**config.mk**
```make
export PLATFORM = sky130hd
export DESIGN_NAME = h264_sps_dimension_parser_top
export DESIGN_NICKNAME = d
export VERILOG_FILES = /design/src/rtl/sps_pkg.sv /design/src/rtl/h264_sps_dimension_parser_top.sv /design/src/rtl/sps_queue.sv /design/src/rtl/sps_engine.sv
export SDC_FILE = /design/constraint.sdc
export NUM_CORES = 1
export LEC_CHECK = 0
export CORE_AREA = 2 2 325 327
export CTS_CLUSTER_SIZE = 10
export DETAILED_ROUTE_END_ITERATION = 6
export DIE_AREA = 0 0 327 329
export DONT_BUFFER_PORTS = 1
export PLACE_DENSITY = 0.59
export SLEW_MARGIN = 20
export SYNTH_ARGS = -nofsm -noshare
export SYNTH_HDL_FRONTEND = slang
export SYNTH_SLANG_ARGS = --single-unit
```
**constraint.sdc**
```tcl
create_clock -name i_clk -period 6.95 [get_ports i_clk]
set_input_delay 0.3475 -clock i_clk [delete_from_list [all_inputs] [get_ports i_clk]]
set_output_delay 0.3475 -clock i_clk [all_outputs]
set_load 0.02 [all_outputs]
```
**src/rtl/sps_pkg.sv**
```systemverilog
// ----------------------------------------------------------------------------
// SPS parser package
// Syntax step codes, field widths, status codes and the queue item type.
// ----------------------------------------------------------------------------
package sps_pkg;

    typedef enum logic [4:0] {
        ST_NAL_HDR, ST_PROFILE, ST_CONSTR_LEVEL, ST_SPS_ID, ST_CHROMA, ST_SEP_PLANE,
        ST_BD_LUMA, ST_BD_CHROMA, ST_BYPASS, ST_SCAL_PRESENT, ST_LIST_FLAG,
        ST_LIST_DELTA, ST_LOG2_FN, ST_POC_TYPE, ST_POC_LSB, ST_DELTA_ZERO,
        ST_OFF_NONREF, ST_OFF_T2B, ST_CYCLE_LEN, ST_CYCLE_OFF, ST_NUM_REF,
        ST_GAPS, ST_WIDTH, ST_HEIGHT, ST_FRAME_ONLY, ST_MBAFF, ST_DIRECT8,
        ST_CROP_FLAG, ST_CROP, ST_DONE, ST_ERROR
    } t_step;

    localparam logic [1:0] STATUS_OK        = 2'd0;
    localparam logic [1:0] STATUS_TRUNCATED = 2'd1;
    localparam logic [1:0] STATUS_PREFIX    = 2'd2;
    localparam logic [1:0] STATUS_RANGE     = 2'd3;

    localparam int QueueDepth = 4;
    localparam int QueueAw    = 2;

    typedef struct packed {
        logic [7:0] data_byte;
        logic       last_byte;
    } t_item;

    // Width of each fixed field; zero marks an Exp-Golomb code.
    function automatic logic [4:0] field_bits(input t_step s);
        case (s)
            ST_NAL_HDR, ST_PROFILE:                      field_bits = 5'd8;
            ST_CONSTR_LEVEL:                             field_bits = 5'd16;
            ST_SEP_PLANE, ST_BYPASS, ST_SCAL_PRESENT,
            ST_LIST_FLAG, ST_DELTA_ZERO, ST_GAPS,
            ST_FRAME_ONLY, ST_MBAFF, ST_DIRECT8,
            ST_CROP_FLAG:                                field_bits = 5'd1;
            default:                                     field_bits = 5'd0;
        endcase
    endfunction

endpackage

```
**src/rtl/h264_sps_dimension_parser_top.sv**
```systemverilog
// ----------------------------------------------------------------------------
// H.264 SPS dimension parser
// Parses an SPS NAL unit and reports the cropped picture size.
// ----------------------------------------------------------------------------
//  Channel | Direction | Content
//  s_axis  | in        | one NAL byte per transaction, tlast on the final byte
//  m_axis  | out       | width, height and status, one per NAL unit
//
// The syntax engine consumes one bit per cycle while a byte is queued and no result
// is pending. After the final byte, multiply and subtract steps compute the result.
// A four-entry byte queue keeps the input open while the engine works or
// the result waits. Reset (synchronous, active low) empties both parts.
module h264_sps_dimension_parser_top import sps_pkg::*; (
    input  logic        i_clk,
    input  logic        i_rst_n,
    input  logic        s_axis_tvalid,
    output logic        s_axis_tready,
    input  logic [7:0]  s_axis_tdata,   // [7:0] data_byte
    input  logic        s_axis_tlast,
    output logic        m_axis_tvalid,
    input  logic        m_axis_tready,
    output logic [39:0] m_axis_tdata    // [15:0] width, [31:16] height, [33:32] status
);
    logic  w_full, w_empty, w_pop, w_push;
    t_item w_in, w_head;
    logic [15:0] w_w, w_h;
    logic [1:0]  w_st;

    assign s_axis_tready = !w_full;
    assign w_push = s_axis_tvalid && !w_full;
    assign w_in.data_byte = s_axis_tdata;
    assign w_in.last_byte = s_axis_tlast;
    assign m_axis_tdata = {6'd0, w_st, w_h, w_w};

    sps_queue u_queue (
        .i_clk(i_clk), .i_rst_n(i_rst_n), .i_push(w_push), .i_item(w_in),
        .o_full(w_full), .i_pop(w_pop), .o_empty(w_empty), .o_item(w_head)
    );

    sps_engine u_engine (
        .i_clk(i_clk), .i_rst_n(i_rst_n), .i_empty(w_empty), .i_item(w_head),
        .o_pop(w_pop), .o_res_valid(m_axis_tvalid), .i_res_ready(m_axis_tready),
        .o_width(w_w), .o_height(w_h), .o_status(w_st)
    );
endmodule

```
**src/rtl/sps_queue.sv**
```systemverilog
// ----------------------------------------------------------------------------
// SPS byte queue
// Small FIFO between the byte front end and the bit-serial syntax engine.
// ----------------------------------------------------------------------------
module sps_queue import sps_pkg::*; (
    input  logic  i_clk,
    input  logic  i_rst_n,
    input  logic  i_push,
    input  t_item i_item,
    output logic  o_full,
    input  logic  i_pop,
    output logic  o_empty,
    output t_item o_item
);
    t_item              r_mem [QueueDepth];
    logic [QueueAw-1:0] r_wp, r_rp;
    logic [QueueAw:0]   r_cnt;

    assign o_full  = (r_cnt == (QueueAw+1)'(QueueDepth));
    assign o_empty = (r_cnt == '0);
    assign o_item  = r_mem[r_rp];

    always_ff @(posedge i_clk) begin
        if (i_push) begin
            r_mem[r_wp] <= i_item;
        end
        if (!i_rst_n) begin
            r_wp  <= '0;
            r_rp  <= '0;
            r_cnt <= '0;
        end else begin
            if (i_push) r_wp <= r_wp + 1'b1;
            if (i_pop)  r_rp <= r_rp + 1'b1;
            r_cnt <= r_cnt + (QueueAw+1)'(i_push) - (QueueAw+1)'(i_pop);
        end
    end
endmodule

```
**src/rtl/sps_engine.sv**
```systemverilog
// ----------------------------------------------------------------------------
// SPS syntax engine
// Walks the SPS syntax one bit per cycle while a byte is queued; after
// the last byte it multiplies and subtracts for the cropped picture size.
// ----------------------------------------------------------------------------
module sps_engine import sps_pkg::*; (
    input  logic        i_clk,
    input  logic        i_rst_n,
    input  logic        i_empty,
    input  t_item       i_item,
    output logic        o_pop,
    output logic        o_res_valid,
    input  logic        i_res_ready,
    output logic [15:0] o_width,
    output logic [15:0] o_height,
    output logic [1:0]  o_status
);
    typedef enum logic [2:0] {PH_BITS, PH_MUL, PH_SUB, PH_OUT} t_phase;

    t_phase      r_ph;
    logic [2:0]  r_bit;
    t_step       r_step;
    logic [4:0]  r_left;
    logic [5:0]  r_pz;
    logic [31:0] r_suf;
    logic        r_insuf;
    logic [7:0]  r_prof;
    logic        r_444;
    logic [3:0]  r_list;
    logic [6:0]  r_entry;
    logic [7:0]  r_prior;
    logic [31:0] r_cyc;
    logic [31:0] r_wm, r_hu;
    logic        r_fo;
    logic [31:0] r_crop [4];
    logic        r_err;
    logic [36:0] r_wb, r_hb;
    logic [35:0] r_wc, r_hc;
    logic [15:0] r_w, r_h;
    logic [1:0]  r_st;

    logic        w_bit;
    logic        w_fin;
    logic [31:0] w_v;
    logic [31:0] w_sufn;
    logic [7:0]  w_coming;
    logic [7:0]  w_delta;
    logic [6:0]  w_ent1;
    logic [3:0]  w_l1;
    t_step       w_nextlist;
    t_step       w_nx;
    logic        w_active;
    logic [37:0] w_wd, w_hd;
    logic [15:0] w_wsat, w_hsat;
    logic        w_ov;

    assign w_bit = i_item.data_byte[r_bit];
    assign w_sufn = {r_suf[30:0], w_bit};
    assign w_active = (r_ph == PH_BITS) && !i_empty;
    assign o_pop = w_active && (r_bit == 3'd0);

    always_comb begin
        w_fin = 1'b0;
        w_v = w_sufn;
        if (r_step < ST_DONE) begin
            if (field_bits(r_step) != 5'd0 || r_insuf) begin
                if (r_left == 5'd1) w_fin = 1'b1;
                if (r_insuf) w_v = w_sufn + ((32'd1 << r_pz) - 32'd1);
            end else if (w_bit && r_pz == 6'd0) begin
                w_fin = 1'b1;
                w_v = '0;
            end
        end
        w_delta = w_v[0] ? 8'(w_v[8:1] + 8'd1) : 8'(8'd0 - w_v[8:1]);
        w_coming = r_prior + w_delta;
        w_ent1 = r_entry + 7'd1;
        w_l1 = r_list + 4'd1;
        w_nextlist = (w_l1 >= (r_444 ? 4'd12 : 4'd8)) ? ST_LOG2_FN : ST_LIST_FLAG;
        case (r_step)
            ST_NAL_HDR:      w_nx = ST_PROFILE;
            ST_PROFILE:      w_nx = ST_CONSTR_LEVEL;
            ST_CONSTR_LEVEL: w_nx = ST_SPS_ID;
            ST_SPS_ID: begin
                if (r_prof inside {8'd100, 8'd110, 8'd122, 8'd244, 8'd44,
                                   8'd83, 8'd86, 8'd118, 8'd128})
                    w_nx = ST_CHROMA;
                else
                    w_nx = ST_LOG2_FN;
            end
            ST_CHROMA:       w_nx = (w_v == 32'd3) ? ST_SEP_PLANE : ST_BD_LUMA;
            ST_SEP_PLANE:    w_nx = ST_BD_LUMA;
            ST_BD_LUMA:      w_nx = ST_BD_CHROMA;
            ST_BD_CHROMA:    w_nx = ST_BYPASS;
            ST_BYPASS:       w_nx = ST_SCAL_PRESENT;
            ST_SCAL_PRESENT: w_nx = (w_v != 0) ? ST_LIST_FLAG : ST_LOG2_FN;
            ST_LIST_FLAG:    w_nx = (w_v != 0) ? ST_LIST_DELTA : w_nextlist;
            ST_LIST_DELTA: begin
                if (w_coming == 8'd0 ||
                    w_ent1 >= ((r_list < 4'd6) ? 7'd16 : 7'd64))
                    w_nx = w_nextlist;
                else
                    w_nx = ST_LIST_DELTA;
            end
            ST_LOG2_FN: w_nx = ST_POC_TYPE;
            ST_POC_TYPE: begin
                if (w_v == 0)      w_nx = ST_POC_LSB;
                else if (w_v == 1) w_nx = ST_DELTA_ZERO;
                else               w_nx = ST_NUM_REF;
            end
            ST_POC_LSB:    w_nx = ST_NUM_REF;
            ST_DELTA_ZERO: w_nx = ST_OFF_NONREF;
            ST_OFF_NONREF: w_nx = ST_OFF_T2B;
            ST_OFF_T2B:    w_nx = ST_CYCLE_LEN;
            ST_CYCLE_LEN:  w_nx = (w_v != 0) ? ST_CYCLE_OFF : ST_NUM_REF;
            ST_CYCLE_OFF:  w_nx = (r_cyc != 32'd1) ? ST_CYCLE_OFF : ST_NUM_REF;
            ST_NUM_REF:    w_nx = ST_GAPS;
            ST_GAPS:       w_nx = ST_WIDTH;
            ST_WIDTH:      w_nx = ST_HEIGHT;
            ST_HEIGHT:     w_nx = ST_FRAME_ONLY;
            ST_FRAME_ONLY: w_nx = w_v[0] ? ST_DIRECT8 : ST_MBAFF;
            ST_MBAFF:      w_nx = ST_DIRECT8;
            ST_DIRECT8:    w_nx = ST_CROP_FLAG;
            ST_CROP_FLAG:  w_nx = (w_v != 0) ? ST_CROP : ST_DONE;
            ST_CROP:       w_nx = (r_list >= 4'd3) ? ST_DONE : ST_CROP;
            default:       w_nx = r_step;
        endcase
        w_wd = {1'b0, r_wb} - {2'b0, r_wc};
        w_hd = {1'b0, r_hb} - {2'b0, r_hc};
        w_ov = 1'b0;
        if (w_wd[37]) begin
            w_wsat = 16'd0; w_ov = 1'b1;
        end else if (w_wd[36:16] != 0) begin
            w_wsat = 16'hFFFF; w_ov = 1'b1;
        end else w_wsat = w_wd[15:0];
        if (w_hd[37]) begin
            w_hsat = 16'd0; w_ov = 1'b1;
        end else if (w_hd[36:16] != 0) begin
            w_hsat = 16'hFFFF; w_ov = 1'b1;
        end else w_hsat = w_hd[15:0];
    end

    assign o_res_valid = (r_ph == PH_OUT);
    assign o_width  = r_w;
    assign o_height = r_h;
    assign o_status = r_st;

    always_ff @(posedge i_clk) begin
        if (!i_rst_n) begin
            r_ph <= PH_BITS;
            r_bit <= 3'd7;
            r_step <= ST_NAL_HDR;
            r_left <= 5'd8;
            r_pz <= '0;
            r_suf <= '0;
            r_insuf <= 1'b0;
            r_prof <= '0;
            r_444 <= 1'b0;
            r_list <= '0;
            r_entry <= '0;
            r_prior <= 8'd8;
            r_cyc <= '0;
            r_wm <= '0;
            r_hu <= '0;
            r_fo <= 1'b0;
            r_err <= 1'b0;
            for (int k = 0; k < 4; k++) r_crop[k] <= '0;
        end else begin
            case (r_ph)
                PH_BITS: if (w_active) begin
                    r_bit <= r_bit - 3'd1;
                    if (w_fin) begin
                        r_step <= w_nx;
                        r_left <= field_bits(w_nx);
                        r_pz <= '0;
                        r_suf <= '0;
                        r_insuf <= 1'b0;
                        case (r_step)
                            ST_PROFILE:      r_prof <= w_v[7:0];
                            ST_CHROMA:       r_444 <= (w_v == 32'd3);
                            ST_SCAL_PRESENT: r_list <= '0;
                            ST_LIST_FLAG: begin
                                if (w_v != 0) begin
                                    r_entry <= '0;
                                    r_prior <= 8'd8;
                                end else begin
                                    r_list <= w_l1;
                                end
                            end
                            ST_LIST_DELTA: begin
                                if (w_coming != 8'd0) r_prior <= w_coming;
                                r_entry <= w_ent1;
                                if (w_nx != ST_LIST_DELTA) r_list <= w_l1;
                            end
                            ST_CYCLE_LEN: r_cyc <= w_v;
                            ST_CYCLE_OFF: r_cyc <= r_cyc - 32'd1;
                            ST_WIDTH:     r_wm <= w_v;
                            ST_HEIGHT:    r_hu <= w_v;
                            ST_FRAME_ONLY: r_fo <= w_v[0];
                            ST_CROP_FLAG: r_list <= '0;
                            ST_CROP: begin
                                r_crop[r_list[1:0]] <= w_v;
                                r_list <= w_l1;
                            end
                            default: ;
                        endcase
                    end else if (r_step < ST_DONE) begin
                        if (field_bits(r_step) != 5'd0 || r_insuf) begin
                            r_suf <= w_sufn;
                            r_left <= r_left - 5'd1;
                        end else if (!w_bit) begin
                            r_pz <= r_pz + 6'd1;
                            if (r_pz == 6'd31) begin
                                r_err <= 1'b1;
                                r_step <= ST_ERROR;
                            end
                        end else begin
                            r_insuf <= 1'b1;
                            r_left <= r_pz[4:0];
                        end
                    end
                    if (r_bit == 3'd0 && i_item.last_byte) r_ph <= PH_MUL;
                end
                PH_MUL: begin
                    // The syntax state is final here; stage the products.
                    r_wb <= {1'b0, r_wm, 4'b0} + 37'd16;
                    r_hb <= r_fo ? ({1'b0, r_hu, 4'b0} + 37'd16)
                                 : ({r_hu, 5'b0} + 37'd32);
                    r_wc <= {3'b0, r_crop[0]} + {3'b0, r_crop[1]} << 1;
                    r_hc <= r_fo ? (({3'b0, r_crop[2]} + {3'b0, r_crop[3]}) << 1)
                                 : (({3'b0, r_crop[2]} + {3'b0, r_crop[3]}) << 2);
                    r_ph <= PH_SUB;
                end
                PH_SUB: begin
                    if (r_err) begin
                        r_st <= STATUS_PREFIX; r_w <= '0; r_h <= '0;
                    end else if (r_step != ST_DONE) begin
                        r_st <= STATUS_TRUNCATED; r_w <= '0; r_h <= '0;
                    end else begin
                        r_st <= w_ov ? STATUS_RANGE : STATUS_OK;
                        r_w <= w_wsat;
                        r_h <= w_hsat;
                    end
                    r_ph <= PH_OUT;
                end
                PH_OUT: if (i_res_ready) begin
                    r_ph <= PH_BITS;
                    r_bit <= 3'd7;
                    r_step <= ST_NAL_HDR;
                    r_left <= 5'd8;
                    r_pz <= '0;
                    r_suf <= '0;
                    r_insuf <= 1'b0;
                    r_prof <= '0;
                    r_444 <= 1'b0;
                    r_list <= '0;
                    r_entry <= '0;
                    r_prior <= 8'd8;
                    r_cyc <= '0;
                    r_wm <= '0;
                    r_hu <= '0;
                    r_fo <= 1'b0;
                    r_err <= 1'b0;
                    for (int k = 0; k < 4; k++) r_crop[k] <= '0;
                end
                default: r_ph <= PH_BITS;
            endcase
        end
    end
endmodule

```
==> results_dict.tcl <==
set metrics [dict create \
    clk_latency_ps 630 \
    switchingPower_mw 3.395 \
    dp_hpwl_um 65410 \
    switching_share_pct 33.94 \
    dp_slack_ps 55.14 \
    netlist_instances 3748 \
    routedWlPerCell_um 17.65 \
    die-area_um2 107600 \
    grt_pass1_vias 25210 \
    postLayoutCellArea_um2 37120 \
    numCtsBuffers 67 \
    yosys_warnings 0 \
    io_buffers 0 \
    synth_area_per_cell_um2 8.833 \
    vias_per_cell 5.231 \
    gp_congestion 0.8603 \
    synth_area_leaders "edfxtp_1 30%, dfxtp_1 12%, ha_1 8.8%" \
    p_per_area_nw_per_um2 269.5 \
    synth_area_leader_cell "edfxtp_1" \
    drt_iter0_markers 2092 \
    cts_tree "done" \
    crit_slowest_cell "or4b_4" \
    max_freq_ghz 0.1518 \
    status "finished, final reports clean" \
    placed_cells 5047 \
    arrival_ps 7110 \
    synthFlopType "edfxtp_1" \
    layout.cells.non_filler 5187 \
    post_route_cells_drive_above_1_share_pct 7.615 \
    hold_viol 0 \
    p_int_mw 6.608 \
    syn_area_um2 33110 \
    clkTransAtPathRegs_ps 60 \
    fp.dieH_um 329 \
    end_kind "flip-flop" \
    totalPowerFinal_mw 10.00 \
    max_cap_violations 0 \
    p_leak_nw 14.17 \
    p_seq_share_pct 35.3 \
    hp-start "m_axis_tready" \
    grt_pass1_wl_um 142600 \
    max_stage_delay_ps 560 \
    core_um2 104400 \
    start_util_pct 31.72 \
    critical-path-top-delay-family "compound AO/OA/AOI/OAI gates" \
    synth-edff-count 331 \
    ant_nets 0 \
    dpl-instance-area_um2 34770 \
    final.setup.tns_ps 0 \
    path_buf_inv 4 \
    synth_common_cells "539 x nor2_1, 331 x edfxtp_1, 330 x nand2_1, 307 x a21oi_1, 248 x inv_1" \
    synth-seq-area-share_pct 41.57 \
    fin_nets 3993 \
    cts_root_buf "clkbuf_16" \
    rsz0062_at_grt "yes" \
    io_pins 55 \
    grt_start_max_net_pins 89 \
    vias 27130 \
    hp-class "input port to flip-flop" \
    ir_drop_mv 0.2224 \
    maxSlewHeadroom_pct 28.05 \
    worstSetupPathType "flip-flop to flip-flop" \
    clock_path_buffers 3 \
    yosys.cell_count.top_type "nor2_1" \
    crit_required_ps 7470 \
    antenna_found_initial 0 \
    ys_async_sr_fraction_pct 0 \
    ys_types 105 \
    routed_wirelength_um 91530 \
    crit_top_cell "ha_1" \
    rows 119 \
    cts_htree_levels 3 \
    finalCritPeriodShare_pct 94.77 \
    startpoint_type "flip-flop" \
    skew_ps 41.80 \
    combPwrFrac_pct 30.5 \
    setup_viol 0 \
    synth_top_cell_area_share_pct 30.02 \
    ys_seq_elements 522 \
    setup_slack_ps 363.4 \
    cp_max_fo 9 \
    areaGrowthSynthToFinish_pct 12.14 \
    grt_overflow 0 \
    tightest_slew_ps 1077 \
    finalMaxSlewViolations 0 \
    period_needed_ps 6587 \
    cts.sinks 522 \
    fp.dieW_um 327 \
    dr.pass1.iters 6 \
    p_clk_share_pct 34.2 \
    drc 0 \
    grt.total_usage_pct 16.65 \
]
-- path summary, 6_finish.rpt --
path	slack [ps]	depth (start not counted)	endpoint
worst max register to register	360	33	flip-flop
worst max-delay path	360	33	flip-flop
worst min register to register	460	2	u_engine.r_prior[2]
worst min-delay path	50	3	u_engine.r_ph[0]
-- final cells by class --
cell class | instances | area [um^2]
Clock buffer | 107 | 1909
Inverter | 250 | 943.4
Antenna cell | 1 | 2.502
Timing Repair Buffer | 98 | 803.3
Tap cell | 1391 | 1740
Sequential cell | 522 | 13770
Multi-Input combinational cell | 2803 | 17720
Fill cell | 10600 | 67250
Clock inverter | 15 | 239.0
-- metal layers --
metal	global-route usage [%]	wire [um]
met1	22.75	41670
met2	26.24	40970
met3	2.812	5516
met4	6.542	3377
met5	0	0
-- cell families after synthesis --
| group | Yosys count | synth area share [%] |
|---|---|---|
| AOI/OAI and AO/OA | 898 | 17.41 |
| xor gates and xnor gates | 179 | 4.735 |
| other | 1 | 0.01133 |
| buffers and inverters | 428 | 5.136 |
| DFF | 522 | 41.57 |
| and+or+nand+nor | 1415 | 19.89 |
| muxes | 67 | 2.143 |
| adders and majority gates | 238 | 9.108 |
-- timing repair --
action | 4_1_cts | 5_1_grt
gates resized for setup | 0 | 9
endpoints found under the setup margin | 0 | 9
endpoints found under the hold margin | 51 | 0
buffers inserted | 0 | 6
hold buffers | 10 | 0
-- sequential cells by signal, summed over array words and instances, names as in the netlist, 16 cells and up, named ones only --
name / count
u_engine.r_suf: 31
u_queue.r_mem: 36
u_engine.o_height: 16
u_engine.r_wm: 32
u_engine.r_hu: 32
u_engine.r_hc: 34
u_engine.r_wc: 33
u_engine.o_width: 16
u_engine.r_crop: 128
u_engine.r_wb: 33
u_engine.r_cyc: 32
u_engine.r_hb: 33
-- cells in the final DEF, fill, tap and decap left out, types with 13 or more instances in the layout --
cell       Yosys  layout
nor2b_1       33      33
o21a_1        25      25
clkbuf_16      0      70
xnor2_1      117     117
or2_2         20      20
a21oi_1      307     304
nand2b_1      38      38
o21ai_0      168     165
nand2_1      330     330
a31o_2        13      13
o211ai_1      17      17
dfxtp_1      191     188
inv_1        248     246
nor2_1       539     538
clkbuf_1     131      34
o21ai_1       15      17
buf_4          7      85
o21bai_1      21      21
o22ai_1       16      16
edfxtp_1     331     331
nor3_1       129     129
a22oi_1       59      59
and3_1        40      40
a211oi_1      36      34
mux2_2        21      21
mux2i_1       45      45
a31oi_1       44      43
a2111oi_0     13      13
a21o_1        50      50
nand4_1       39      39
or3_1         28      28
xor2_1        62      62
nor4_1        23      22
nand3_1      106     105
ha_1         233     231
and2_1        28      26
-- metrics by stage --
step / hold slack (ps) / util [%]
after global routing: 75.19 / 35.57
after global placement: 415.9 / 33.31
after floorplan: 436.1 / -
after detailed placement: 417.0 / 33.32
after CTS: 5.890 / 35.47
final: 45.15 / 35.57
-- power groups by stage --
| stage | Sequential (mW) | Combinational, mW | Clock [mW] |
|---|---|---|---|
| after global routing | 3.55 | 3.34 | 3.63 |
| after detailed placement | 3.60 | 2.97 | 0 |
| after floorplan | 3.58 | 2.16 | 0 |
| after global placement | 3.59 | 2.96 | 0 |
| final | 3.53 | 3.05 | 3.42 |
| after CTS | 3.53 | 3.00 | 3.51 |
-- worst register-to-register path: cells and delay by family (launching register included) --
| family | cells | cell delay [ps] |
|---|---|---|
| DFF | 1 | 350 |
| xor gates and xnor gates | 2 | 250 |
| AOI/OAI and AO/OA | 12 | 2290 |
| muxes | 2 | 470 |
| and+or+nand+nor | 8 | 1360 |
| buffers and inverters | 4 | 440 |
| adders and majority gates | 5 | 1330 |
No activity file was read; power rests on OpenSTA's default activity.
